$ cat config.mk
export PLATFORM = sky130hd
export DESIGN_NAME = cartridge_flash_program_sequencer_unit
export DESIGN_NICKNAME = d
export VERILOG_FILES = /design/src/sv/cfsu_pkg.sv /design/src/sv/cfsu_front.sv /design/src/sv/cfsu_queue.sv /design/src/sv/cfsu_back.sv /design/src/sv/cartridge_flash_program_sequencer_unit.sv
export VERILOG_INCLUDE_DIRS = /design/src /design/src/sv
export SDC_FILE = /design/constraint.sdc
export NUM_CORES = 1
export LEC_CHECK = 0
export BUFFER_PORTS_ARGS = -buffer_cell sky130_fd_sc_hd__buf_2
export CAP_MARGIN = 10
export CORE_MARGIN = 2
export CORE_UTILIZATION = 50
export CTS_BUF_LIST = sky130_fd_sc_hd__clkbuf_4
export CTS_CLUSTER_SIZE = 40
export DETAILED_ROUTE_END_ITERATION = 10
export HOLD_SLACK_MARGIN = 0.15
export PLACE_DENSITY = 0.74
export SLEW_MARGIN = 25
export SYNTH_ARGS = -nofsm -noshare
export SYNTH_HDL_FRONTEND = slang
export SYNTH_SLANG_ARGS = --single-unit
$ cat constraint.sdc
create_clock -name clk -period 6 [get_ports clk]
set_clock_uncertainty 0.15 [all_clocks]
set_input_delay 1.5 -clock clk [delete_from_list [all_inputs] [get_ports clk]]
set_output_delay 1.5 -clock clk [all_outputs]
set_load 0.03 [all_outputs]
$ cat src/sv/cartridge_flash_program_sequencer_unit_defines.svh
// Assertion macros for the sequencer's top-level RTL file.
// Each macro samples on clk and is disabled while rst_n is low.
`ifndef CARTRIDGE_FLASH_PROGRAM_SEQUENCER_UNIT_DEFINES_SVH
`define CARTRIDGE_FLASH_PROGRAM_SEQUENCER_UNIT_DEFINES_SVH

// Consequent must hold in the same cycle as the antecedent
`define CFSU_ASSERT_IMPLY(label, ante, cons, msg) \
    label: assert property (@(posedge clk) disable iff (!rst_n) (ante) |-> (cons)) \
        else $error(msg);

// Consequent must hold in the cycle after the antecedent
`define CFSU_ASSERT_NEXT(label, ante, cons, msg) \
    label: assert property (@(posedge clk) disable iff (!rst_n) (ante) |=> (cons)) \
        else $error(msg);

`endif

$ cat src/sv/cfsu_pkg.sv
`default_nettype none

package cfsu_pkg;

    // Job queue depth between front and back
    localparam int QUEUE_DEPTH_DEF = 2;

    // Width of the back-end step counter (up to six steps per job)
    localparam int STEP_W = 3;

    // Input transaction kind
    localparam logic REQ_HOST = 1'b0;
    localparam logic REQ_BYTE = 1'b1;

    // Configuration register indexes (word address bit 2)
    localparam logic REG_TARGET_BANK = 1'b0;
    localparam logic REG_POLL_LIMIT  = 1'b1;

    localparam logic [15:0] POLL_LIMIT_RESET = 16'hFFFF;

    // Flash unlock and program constants
    localparam logic [15:0] UNLOCK_5V_A   = 16'h5555;
    localparam logic [15:0] UNLOCK_5V_B   = 16'h2AAA;
    localparam logic [15:0] UNLOCK_3V_A   = 16'h0AAA;
    localparam logic [15:0] UNLOCK_3V_B   = 16'h0555;
    localparam logic [15:0] BANK_REG_ADDR = 16'h2000;
    localparam logic [15:0] BANK0_MASK    = 16'h3FFF;
    localparam logic [7:0]  DATA_UNLOCK1  = 8'hAA;
    localparam logic [7:0]  DATA_UNLOCK2  = 8'h55;
    localparam logic [7:0]  DATA_PROGRAM  = 8'hA0;

    // A000-BFFF has top address bits 101
    localparam logic [2:0]  RAM_WIN_TOP   = 3'b101;

    typedef enum logic [2:0] {
        CMD_READ       = 3'd0,
        CMD_WRITE      = 3'd1,
        CMD_FLASH5V    = 3'd2,
        CMD_P31WRITE   = 3'd3,
        CMD_FLASH_BANK = 3'd4,
        CMD_BYPASS     = 3'd5,
        CMD_FLASH3V    = 3'd6,
        CMD_UNKNOWN    = 3'd7
    } cmd_t;

    typedef enum logic [1:0] {
        CK_READ  = 2'd0,
        CK_WRITE = 2'd1,
        CK_P31   = 2'd2,
        CK_DONE  = 2'd3
    } cycle_kind_t;

    typedef enum logic [1:0] {
        ST_OK      = 2'd0,
        ST_LIMIT   = 2'd1,
        ST_UNKNOWN = 2'd2
    } done_status_t;

    typedef enum logic [1:0] {
        PH_IDLE = 2'd0,
        PH_READ = 2'd1,
        PH_POLL = 2'd2
    } phase_t;

    // Bus-cycle sequences the back end knows how to play out
    typedef enum logic [2:0] {
        OP_RDCYC  = 3'd0,
        OP_WRITE  = 3'd1,
        OP_P31W   = 3'd2,
        OP_F5V    = 3'd3,
        OP_FBANK  = 3'd4,
        OP_BYPASS = 3'd5,
        OP_F3V    = 3'd6,
        OP_DONE   = 3'd7
    } job_op_t;

    typedef struct packed {
        logic        req_type;
        logic [2:0]  command;
        logic [15:0] address;
        logic [7:0]  write_data;
        logic [7:0]  read_byte;
    } in_item_t;

    typedef struct packed {
        logic [1:0]  cycle_kind;
        logic [15:0] bus_address;
        logic [7:0]  bus_data;
        logic        ram_select;
        logic [1:0]  done_status;
        logic [7:0]  final_byte;
        logic        last;
    } out_item_t;

    typedef struct packed {
        job_op_t      op;
        logic [15:0]  addr;
        logic [7:0]   data;
        logic [7:0]   bank;
        done_status_t status;
        logic [7:0]   fin;
    } job_t;

endpackage

`default_nettype wire

$ cat src/sv/cfsu_front.sv
`default_nettype none

module cfsu_front (
    input  wire                  clk,
    input  wire                  rst_n,
    input  wire                  accept,
    input  cfsu_pkg::in_item_t   item,
    input  wire  [7:0]           target_bank,
    input  wire  [15:0]          poll_limit,
    output logic                 job_push,
    output cfsu_pkg::job_t       job
);
    import cfsu_pkg::*;

    phase_t      phase_reg, phase_next;
    logic [15:0] pending_reg, pending_next;
    logic [7:0]  expected_reg, expected_next;
    logic [15:0] polls_left_reg, polls_left_next;

    logic [15:0] tgt;
    logic [15:0] polls_dec;

    // Polling state
    always_ff @(posedge clk or negedge rst_n)
    begin
        if (!rst_n)
        begin
            phase_reg      <= PH_IDLE;
            pending_reg    <= '0;
            expected_reg   <= '0;
            polls_left_reg <= '0;
        end
        else
        begin
            phase_reg      <= phase_next;
            pending_reg    <= pending_next;
            expected_reg   <= expected_next;
            polls_left_reg <= polls_left_next;
        end
    end

    assign tgt       = (target_bank == 8'd0) ? (item.address & BANK0_MASK) : item.address;
    assign polls_dec = polls_left_reg - 16'd1;

    // Classify the transaction and build the job for the back end
    always_comb
    begin
        phase_next      = phase_reg;
        pending_next    = pending_reg;
        expected_next   = expected_reg;
        polls_left_next = polls_left_reg;
        job_push        = 1'b0;
        job.op          = OP_DONE;
        job.addr        = item.address;
        job.data        = item.write_data;
        job.bank        = target_bank;
        job.status      = ST_OK;
        job.fin         = 8'd0;

        if (accept)
        begin
            if (item.req_type == REQ_BYTE)
            begin
                job.fin = item.read_byte;
                case (phase_reg)
                    PH_READ:
                    begin
                        job_push   = 1'b1;
                        phase_next = PH_IDLE;
                    end
                    PH_POLL:
                    begin
                        job_push = 1'b1;
                        if (item.read_byte == expected_reg)
                        begin
                            phase_next = PH_IDLE;
                        end
                        else
                        begin
                            polls_left_next = polls_dec;
                            if (polls_dec == 16'd0)
                            begin
                                job.status = ST_LIMIT;
                                phase_next = PH_IDLE;
                            end
                            else
                            begin
                                job.op   = OP_RDCYC;
                                job.addr = pending_reg;
                            end
                        end
                    end
                    default:
                    begin
                        // byte with nothing pending: dropped
                    end
                endcase
            end
            else
            begin
                job_push   = 1'b1;
                phase_next = PH_IDLE;
                case (cmd_t'(item.command))
                    CMD_READ:
                    begin
                        job.op       = OP_RDCYC;
                        pending_next = item.address;
                        phase_next   = PH_READ;
                    end
                    CMD_WRITE:    job.op = OP_WRITE;
                    CMD_P31WRITE: job.op = OP_P31W;
                    CMD_FLASH5V:
                    begin
                        job.op          = OP_F5V;
                        pending_next    = item.address;
                        expected_next   = item.write_data;
                        polls_left_next = poll_limit;
                        phase_next      = PH_POLL;
                    end
                    CMD_FLASH_BANK, CMD_BYPASS, CMD_FLASH3V:
                    begin
                        case (cmd_t'(item.command))
                            CMD_FLASH_BANK: job.op = OP_FBANK;
                            CMD_BYPASS:     job.op = OP_BYPASS;
                            default:        job.op = OP_F3V;
                        endcase
                        job.addr        = tgt;
                        pending_next    = tgt;
                        expected_next   = item.write_data;
                        polls_left_next = poll_limit;
                        phase_next      = PH_POLL;
                    end
                    default:
                    begin
                        job.op     = OP_DONE;
                        job.status = ST_UNKNOWN;
                    end
                endcase
            end
        end
    end

endmodule

`default_nettype wire

$ cat src/sv/cfsu_queue.sv
`default_nettype none

module cfsu_queue #(
    parameter int DEPTH = cfsu_pkg::QUEUE_DEPTH_DEF
) (
    input  wire              clk,
    input  wire              rst_n,
    input  wire              wr_en,
    input  cfsu_pkg::job_t   wr_data,
    output logic             full,
    input  wire              rd_en,
    output cfsu_pkg::job_t   rd_data,
    output logic             empty
);
    import cfsu_pkg::*;

    localparam int PTR_W = (DEPTH > 1) ? $clog2(DEPTH) : 1;
    localparam int CNT_W = $clog2(DEPTH + 1);

    job_t             mem_reg [DEPTH];
    logic [PTR_W-1:0] wr_ptr_reg, wr_ptr_next;
    logic [PTR_W-1:0] rd_ptr_reg, rd_ptr_next;
    logic [CNT_W-1:0] count_reg, count_next;
    logic             do_wr, do_rd;

    assign full    = (count_reg == CNT_W'(DEPTH));
    assign empty   = (count_reg == '0);
    assign do_wr   = wr_en && !full;
    assign do_rd   = rd_en && !empty;
    assign rd_data = mem_reg[rd_ptr_reg];

    // Pointer and fill count update
    always_comb
    begin
        wr_ptr_next = wr_ptr_reg;
        rd_ptr_next = rd_ptr_reg;
        count_next  = count_reg;
        if (do_wr)
        begin
            wr_ptr_next = (wr_ptr_reg == PTR_W'(DEPTH - 1)) ? '0 : wr_ptr_reg + 1'b1;
        end
        if (do_rd)
        begin
            rd_ptr_next = (rd_ptr_reg == PTR_W'(DEPTH - 1)) ? '0 : rd_ptr_reg + 1'b1;
        end
        if (do_wr && !do_rd)
        begin
            count_next = count_reg + 1'b1;
        end
        else if (do_rd && !do_wr)
        begin
            count_next = count_reg - 1'b1;
        end
    end

    always_ff @(posedge clk or negedge rst_n)
    begin
        if (!rst_n)
        begin
            wr_ptr_reg <= '0;
            rd_ptr_reg <= '0;
            count_reg  <= '0;
        end
        else
        begin
            wr_ptr_reg <= wr_ptr_next;
            rd_ptr_reg <= rd_ptr_next;
            count_reg  <= count_next;
        end
    end

    // Job storage
    always_ff @(posedge clk)
    begin
        if (do_wr)
        begin
            mem_reg[wr_ptr_reg] <= wr_data;
        end
    end

endmodule

`default_nettype wire

$ cat src/sv/cfsu_back.sv
`default_nettype none

module cfsu_back (
    input  wire                  clk,
    input  wire                  rst_n,
    input  wire                  job_valid,
    input  cfsu_pkg::job_t       job,
    output logic                 job_pop,
    output cfsu_pkg::out_item_t  result,
    output logic                 empty,
    input  wire                  pop
);
    import cfsu_pkg::*;

    logic [STEP_W-1:0] step_reg;
    out_item_t         result_reg;
    logic              result_valid_reg;

    cycle_kind_t       kind;
    logic [15:0]       addr;
    logic [7:0]        data;
    logic              step_last;
    logic              adv;
    out_item_t         cur;

    // Bus cycle for the current job step
    always_comb
    begin
        kind      = CK_DONE;
        addr      = job.addr;
        data      = job.data;
        step_last = 1'b0;
        case (job.op)
            OP_RDCYC:
            begin
                kind      = CK_READ;
                step_last = 1'b1;
            end
            OP_WRITE, OP_P31W:
            begin
                kind      = (step_reg == STEP_W'(0))
                          ? ((job.op == OP_WRITE) ? CK_WRITE : CK_P31) : CK_DONE;
                step_last = (step_reg != STEP_W'(0));
            end
            OP_F5V, OP_F3V:
            begin
                kind      = (job.op == OP_F5V) ? CK_WRITE : CK_P31;
                step_last = (step_reg == STEP_W'(3));
                case (step_reg)
                    STEP_W'(0):
                    begin
                        addr = (job.op == OP_F5V) ? UNLOCK_5V_A : UNLOCK_3V_A;
                        data = DATA_UNLOCK1;
                    end
                    STEP_W'(1):
                    begin
                        addr = (job.op == OP_F5V) ? UNLOCK_5V_B : UNLOCK_3V_B;
                        data = DATA_UNLOCK2;
                    end
                    STEP_W'(2):
                    begin
                        addr = (job.op == OP_F5V) ? UNLOCK_5V_A : UNLOCK_3V_A;
                        data = DATA_PROGRAM;
                    end
                    default:
                    begin
                        // program cycle at the target
                    end
                endcase
            end
            OP_FBANK:
            begin
                kind      = CK_P31;
                step_last = (step_reg == STEP_W'(5))
                         || ((step_reg == STEP_W'(4)) && (job.bank == 8'd0));
                case (step_reg)
                    STEP_W'(0):
                    begin
                        kind = CK_WRITE;
                        addr = BANK_REG_ADDR;
                        data = 8'd0;
                    end
                    STEP_W'(1):
                    begin
                        addr = UNLOCK_5V_A;
                        data = DATA_UNLOCK1;
                    end
                    STEP_W'(2):
                    begin
                        addr = UNLOCK_5V_B;
                        data = DATA_UNLOCK2;
                    end
                    STEP_W'(3):
                    begin
                        addr = UNLOCK_5V_A;
                        data = DATA_PROGRAM;
                    end
                    STEP_W'(4):
                    begin
                        // bank register write only for a nonzero bank
                        if (job.bank != 8'd0)
                        begin
                            kind = CK_WRITE;
                            addr = BANK_REG_ADDR;
                            data = job.bank;
                        end
                    end
                    default:
                    begin
                        // program cycle at the target
                    end
                endcase
            end
            OP_BYPASS:
            begin
                kind      = CK_P31;
                step_last = (step_reg != STEP_W'(0));
                if (step_reg == STEP_W'(0))
                begin
                    data = DATA_PROGRAM;
                end
            end
            default:
            begin
                kind      = CK_DONE;
                step_last = 1'b1;
            end
        endcase
    end

    // Result fields; bus fields zero on done, done fields zero on bus cycles
    always_comb
    begin
        cur.cycle_kind  = kind;
        cur.bus_address = (kind == CK_DONE) ? 16'd0 : addr;
        cur.bus_data    = (kind == CK_WRITE || kind == CK_P31) ? data : 8'd0;
        cur.ram_select  = (kind != CK_DONE) && (addr[15:13] == RAM_WIN_TOP);
        cur.done_status = (kind == CK_DONE) ? job.status : ST_OK;
        cur.final_byte  = (kind == CK_DONE) ? job.fin : 8'd0;
        cur.last        = step_last;
    end

    assign adv     = job_valid && (!result_valid_reg || pop);
    assign job_pop = adv && step_last;
    assign result  = result_reg;
    assign empty   = !result_valid_reg;

    // Step counter and result valid
    always_ff @(posedge clk or negedge rst_n)
    begin
        if (!rst_n)
        begin
            step_reg         <= '0;
            result_valid_reg <= 1'b0;
        end
        else if (adv)
        begin
            step_reg         <= step_last ? '0 : step_reg + 1'b1;
            result_valid_reg <= 1'b1;
        end
        else if (pop)
        begin
            result_valid_reg <= 1'b0;
        end
    end

    // Output register
    always_ff @(posedge clk)
    begin
        if (adv)
        begin
            result_reg <= cur;
        end
    end

endmodule

`default_nettype wire

$ cat src/sv/cartridge_flash_program_sequencer_unit.sv
// Cartridge flash program sequencer. Host commands and returned read bytes enter
// through a queue-style input (push/full); bus-cycle and done transactions leave
// through a queue-style output (empty/pop), one per clock while jobs are queued
// and pop keeps up. The front end classifies each input combinationally and in
// the same cycle places a job in a QUEUE_DEPTH-entry queue (default 2); the back
// end plays a job out as a run of results: one for a read, returned byte or unknown
// command, two for writes and unlock-bypass, four for the 5V and 3V programs, five or
// six for the banked program (six when target_bank is nonzero). The back end's step
// counter sets the sustained rate; input is taken every cycle while the job queue has
// room. Registers sit at paddr 0 (target_bank) and 4 (poll_limit, reset FFFF; 0 allows
// 65536 polls) and should be written only while the block is idle.
`default_nettype none

`include "cartridge_flash_program_sequencer_unit_defines.svh"

module cartridge_flash_program_sequencer_unit #(
    parameter int QUEUE_DEPTH = cfsu_pkg::QUEUE_DEPTH_DEF
) (
    input  wire                  clk,
    input  wire                  rst_n,
    input  wire                  push,
    output logic                 full,
    input  cfsu_pkg::in_item_t   item,
    output logic                 empty,
    input  wire                  pop,
    output cfsu_pkg::out_item_t  result,
    input  wire                  psel,
    input  wire                  penable,
    input  wire                  pwrite,
    input  wire  [2:0]           paddr,
    input  wire  [31:0]          pwdata,
    output logic [31:0]          prdata,
    output logic                 pready
);
    import cfsu_pkg::*;

    logic [7:0]  target_bank_reg;
    logic [15:0] poll_limit_reg;
    logic        cfg_wr;
    logic        in_accept;
    logic        job_push;
    job_t        job_in;
    logic        q_full;
    logic        q_empty;
    logic        q_pop;
    job_t        job_head;

    // Configuration port
    assign pready = 1'b1;
    assign cfg_wr = psel && penable && pwrite && pready;

    always_ff @(posedge clk or negedge rst_n)
    begin
        if (!rst_n)
        begin
            target_bank_reg <= '0;
            poll_limit_reg  <= POLL_LIMIT_RESET;
        end
        else if (cfg_wr)
        begin
            if (paddr[2] == REG_TARGET_BANK)
            begin
                target_bank_reg <= pwdata[7:0];
            end
            else
            begin
                poll_limit_reg <= pwdata[15:0];
            end
        end
    end

    always_comb
    begin
        case (paddr[2])
            REG_TARGET_BANK: prdata = {24'd0, target_bank_reg};
            REG_POLL_LIMIT:  prdata = {16'd0, poll_limit_reg};
            default:         prdata = '0;
        endcase
    end

    // Input side
    assign full      = q_full;
    assign in_accept = push && !q_full;

    cfsu_front u_front (
        .clk         (clk),
        .rst_n       (rst_n),
        .accept      (in_accept),
        .item        (item),
        .target_bank (target_bank_reg),
        .poll_limit  (poll_limit_reg),
        .job_push    (job_push),
        .job         (job_in)
    );

    cfsu_queue #(
        .DEPTH (QUEUE_DEPTH)
    ) u_queue (
        .clk     (clk),
        .rst_n   (rst_n),
        .wr_en   (job_push),
        .wr_data (job_in),
        .full    (q_full),
        .rd_en   (q_pop),
        .rd_data (job_head),
        .empty   (q_empty)
    );

    cfsu_back u_back (
        .clk       (clk),
        .rst_n     (rst_n),
        .job_valid (!q_empty),
        .job       (job_head),
        .job_pop   (q_pop),
        .result    (result),
        .empty     (empty),
        .pop       (pop)
    );

    // Checks
    `CFSU_ASSERT_IMPLY(a_no_job_overflow, job_push, !q_full, "job pushed into a full queue")
    `CFSU_ASSERT_NEXT(a_job_end_leaves_result, q_pop, !empty, "finished job left no result")
    `CFSU_ASSERT_IMPLY(a_done_has_no_bus, !empty && result.cycle_kind == CK_DONE, result.bus_address == 16'd0 && result.bus_data == 8'd0 && result.ram_select == 1'b0, "done transaction drives bus fields")
    `CFSU_ASSERT_IMPLY(a_ram_select_window, !empty && result.cycle_kind != CK_DONE, result.ram_select == (result.bus_address[15:13] == RAM_WIN_TOP), "ram_select disagrees with address")

endmodule

`default_nettype wire
After elaboration in Yosys (flattened, before gate mapping)

Memories as Yosys holds them, arrays and structs flattened.
Cells that the tools add are included.

Logic and storage cells: 162
Memories kept: 1
Memory bits (writable): 90
Output and inout port bits: 73
Bits of input ports: 78
Register bits: 112

Bitwise logic cells: 2
Add/subtract/negate cells: 6
Reductions and logical operators: 48
Equal/unequal tests: 30
Muxes and demuxes: 57

Memories:

| name            | depth | width | read ports | clocked after memory_dff | write ports | RTL line         | source |
|---|---|---|---|---|---|---|---|
| u_queue.mem_reg | 2     | 45    | 1          | 0                        | 1           | cfsu_queue.sv:20 | `job_t mem_reg [DEPTH];` |

Operators with widths:

| kind                  | number |
|---|---|
| $mux 16               | 7 |
| $pmux 16 s2           | 3 |
| $mux 19               | 5 |
| $pmux 16 s4           | 1 |
| $pmux 32 s2           | 1 |
| $pmux 8 s3            | 2 |
| $pmux 8 s5            | 1 |
| $eq 3x3->1 const B    | 9 |
| $mux 2                | 13 |
| $mux 8                | 3 |
| $eq 3x2->1 const B    | 6 |
| $logic_not 16->1      | 1 |
| $logic_not 8->1       | 2 |
| $pmux 2 s2            | 4 |
| $sub 16x1->16 const B | 1 |
| $mux 15               | 1 |
| $pmux 3 s5            | 1 |
| $mux 14               | 1 |
| $reduce_or 2->1       | 6 |
| $logic_and 1x1->1     | 11 |
| $mux 1                | 10 |
| $mux 10               | 1 |
| $pmux 2 s5            | 1 |
| $eq 3x1->1 const B    | 3 |
| other kinds (27)      | 49 |

Depth between registers and ports, before layout

Depth after elaboration: 10
Depth in mapped cells: 12
Mapped depth without buffers: 10

Cells and area by module

Synthesis repeated with hierarchy kept, for this count alone.

Cell total of the unflattened synthesis: 784
Area total of the unflattened synthesis: 10,307.4 um2

Modules (own cells, without submodules):

| module                                 | instances | seq. area each (um2) | cells each | area each (um2) |
|---|---|---|---|---|
| cfsu_queue                             | 1         | 2,802.7              | 159        | 3,643.5 |
| cfsu_front                             | 1         | 1,051.0              | 306        | 2,807.7 |
| cfsu_back                              | 1         | 1,241.2              | 229        | 2,573.7 |
| cartridge_flash_program_sequencer_unit | 1         | 620.6                | 90         | 1,282.5 |

Worst setup path after synthesis

No wires, ideal clock.

Path kind: in2reg
Start: input item[35] (netlist bit)
End: memory u_queue.mem_reg[0][0] (netlist bit) (enable)
Data arrival time: 3.983 ns
Stages: 3
Path slack: 1.414 ns
Library setup time: 0.453 ns
Data required time: 5.397 ns
Path buffers: 1
Cells stage by stage: clkbuf_1 > a21oi_1 > nor2b_1

Word-level cells in the longest chain between the ends: 5

Ends and longest elaborated chain:

| what                         | RTL line                                     | source |
|---|---|---|
| from (decl)                  | cartridge_flash_program_sequencer_unit.sv:23 | `input cfsu_pkg::in_item_t item,` |
| $mux 1                       | cfsu_front.sv:62                             | `if (item.req_type == REQ_BYTE)` |
| $mux 1                       | cfsu_front.sv:60                             | `if (accept)` |
| $logic_and 1x1->1            | cfsu_queue.sv:28                             | `assign do_wr = wr_en && !full;` |
| named net u_queue.do_wr      | cfsu_queue.sv:24                             | `logic do_wr, do_rd;` |
| $mux 1                       | cfsu_queue.sv:75                             | `if (do_wr)` |
| $mux 1 (implied by the code) | cfsu_queue.sv:77                             | `mem_reg[wr_ptr_reg] <= wr_data;` |
| to (decl)                    | cfsu_queue.sv:20                             |  |

The timed path passes the listed nets, and every way through them passes these cells.

Final worst setup path

Start: input paddr[2]
End: output prdata[6]

Word-level cells in the longest chain between the ends: 2

Ends and longest elaborated chain:

| what                       | RTL line                                     | source |
|---|---|---|
| from (decl)                | cartridge_flash_program_sequencer_unit.sv:30 | `input wire [2:0] paddr,` |
| $not 1->1 (no source line) | -                                            |  |
| $pmux 32 s2 (*)            | cartridge_flash_program_sequencer_unit.sv:74 | `case (paddr[2])` |
| to (decl)                  | cartridge_flash_program_sequencer_unit.sv:32 | `output logic [31:0] prdata,` |

Mark *: on every way between the ends. The rest lies on a longest branch, timed or not. The select of a mux whose other input is x is not followed.

==> impl_metrics.ini <==
[clock_tree]
cts_buffers = 51
cts-hold-fix-buffers = 0
ctsHtreeMaxLevel = 2
clk_pin_slew_ps = 70
cts.sinks = 202
root_buffer = clkbuf_4
cts_tree = built
cts_max_path_buffers = 3
clock_latency_ps = 650
cts_resized = 0
cts_setup_buffers = 0

[sta]
worst_pin_slew_ps = 855
slew_viol_final = 0
fin_crit_sh = 0.666
rsz0062_at_grt = no
slew_headroom = 0.414
hold_slack_ps = 356
max_freq_mhz = 250
min_period_ps = 4000
setup_viol = 0
fin_setup_tns_ps = 0
report.final.hold_viol_count = 0

[logic_synthesis]
yosysWarningCount = 0
syn-instance-count = 781
yosys_most_used_dff = edfxtp_1
ys_async_sr_fraction = 0.366
ys_types = 67
synth_seq_cells = 202
yosysSeqAreaShare = 0.583
syn_area_per_cell_um2 = 12.6
synth-edff-count = 128
syn_area_mm2 = 0.00980

[global_routing]
grt_usage = 0.206
antenna_found_initial = 2
grt_pass1_wl_um = 33300
grt_pass1_vias = 6489
grt_max_degree = 75
overflow = 0

[setup_path]
cpPeakStageDelay_ps = 390
path_common_cell = buf_2
cp.buffers_inverters = 2
critPathSlowestCell = mux2_2
cpLargestDelayFamily = buffers and inverters
crit_path_start_kind = input pin
path_class = in -> out
worstPathArrival_ps = 2350
cp_max_fo = 18
worstSetupEndpointType = output pin
required_ps = 4350
worstPathCellList = buf_2 -> mux2_2 -> buf_2
crit_start = paddr[2]
rr_startpoint = u_queue.rd_ptr_reg

[cells_and_area]
layout_common_cells = edfxtp_1, buf_2, mux2_2, clkbuf_4, dfrtp_1
largest_reg_flops = 90
layout_commonest_cell = edfxtp_1
area_growth_pct = 14.9
utilization = 0.583
drive_above_1_share = 0.328
nets = 1007
fin_cells = 1226

[placement]
place_congestion = 0.908
place_hpwl_um = 14400
placedCellCount = 1129
numPortBuffers = 115

[status]
status = completed

[power_and_ir_drop]
power_density_mw_per_mm2 = 553
leakage_nw = 4.51
peakVddDrop_uv = 210

[drt]
drt-pass1-iter-count = 7
postRouteAntennaNets = 0
avgRoutedWirePerCell_um = 17.2
finalWirelength_um = 21100
first_iter_violations = 528
drc = 0
vias = 6757
vias_per_cell = 5.51

[floorplan]
io_pins = 151
initial_core_util = 0.507
rows = 51
die-area_mm2 = 0.0207
die_h_um = 144
core_area_mm2 = 0.0193
fp.dieW_um = 144

[run]
drv_cap = 0

[worst_hold_path]
min_path_type = reg -> reg
holdCritStartpoint = u_front.pending_reg[7]
[where the power goes]
group | switching, mW | internal [mW] | total [mW] | leakage (nW)
Combinational | 1.57 | 0.970 | 2.54 | 2.01
Clock | 0.538 | 0.685 | 1.22 | 0.410
Sequential | 0.335 | 2.13 | 2.47 | 2.09
[worst reg2reg max path, cell delays in order, from the launching register on]
cell,delay [ps]
dfrtp_2,850
buf_4,540
nand3_1,180
nand2_1,170
a21oi_1,100
a211oi_1,230
a21oi_1,90
ha_1,410
buf_4,280
or2_2,340
nor4b_1,310
[final timing paths]
kind / to / slack [ps] / cells past startpoint
max: prdata[6] / 2000 / 3
min: u_front.pending_reg[7] / 360 / 1
max reg2reg: u_back.result[11] / 2120 / 10
min reg2reg: u_front.pending_reg[7] / 360 / 1
max in group asynchronous: u_queue.rd_ptr_reg / 4440 / 1
min in group asynchronous: u_front.pending_reg[3] / 740 / 1
[per-layer routing]
metal  GRT usage  part of all wire
met5           0           0.00062
met4      0.0624             0.019
met3      0.0497             0.065
met2       0.333              0.47
met1       0.279              0.44
[synth_stat cells, drive strengths merged (2+ instances only)]
cell	count	area, um2
xnor2	7	61.3
and3	2	12.5
nand4	2	12.5
dfstp	16	420
buf	28	210
xor2	13	114
nor4b	2	17.5
nor4	13	81.3
mux2i	33	330
conb	2	7.51
dfrtp	58	1450
or4	6	53.8
nand4b	2	17.5
nor2	40	150
a221oi	3	26.3
mux2	82	950
o32a	2	20.0
o31ai	14	105
or2	6	37.5
a21boi	2	15.0
ha	11	138
o21bai	8	60.1
nor3	11	55.1
o22ai	20	125
nand2b	9	56.3
a22o	3	26.3
clkbuf	27	101
a32oi	2	17.5
nand3	9	45.0
a31oi	4	25.0
or3	3	18.8
nand2	38	143
o21ai	29	145
o211ai	5	37.5
nor2b	23	144
inv	16	60.1
a211oi	10	75.1
edfxtp	128	3840
a311oi	2	17.5
and2	22	138
a21oi	41	205
nor3b	4	30.0
a21o	5	37.5
a222oi	2	20.0
[logic make-up (layout without fill, tap and decap cells)]
| kind of cell | after synthesis | count (layout) | synth area share |
|---|---|---|---|
| other cells | 2 | 18 | 0.000766 |
| mux | 115 | 115 | 0.131 |
| simple gates | 198 | 198 | 0.109 |
| xor+xnor | 20 | 20 | 0.0179 |
| fa+ha+maj | 11 | 11 | 0.0140 |
| buf+inv | 71 | 235 | 0.0379 |
| flops | 202 | 202 | 0.583 |
| compound gates | 162 | 162 | 0.107 |
[stage by stage]
stage | instance area (um2) | setup WS, ps | total power [mW]
CTS | 11200 | 2000 | 6.25
global route | 11300 | 1860 | 6.65
finish | 11300 | 2000 | 6.23
detailed placement | 10500 | 1980 | 5.01
global placement | 10500 | 1980 | 4.95
floorplan | 9860 | 1410 | 4.34
[area by class of cell]
cell class	instances	area, um2
well taps	265	332
repair buffers	124	662
clock inverters	23	168
inverters	16	60.1
clock buffers	72	541
diodes	1	2.50
fillers	1576	8070
multi-input cells	523	3780
flip-flops and latches	202	5720
No activity file was read; power rests on OpenSTA's default activity.
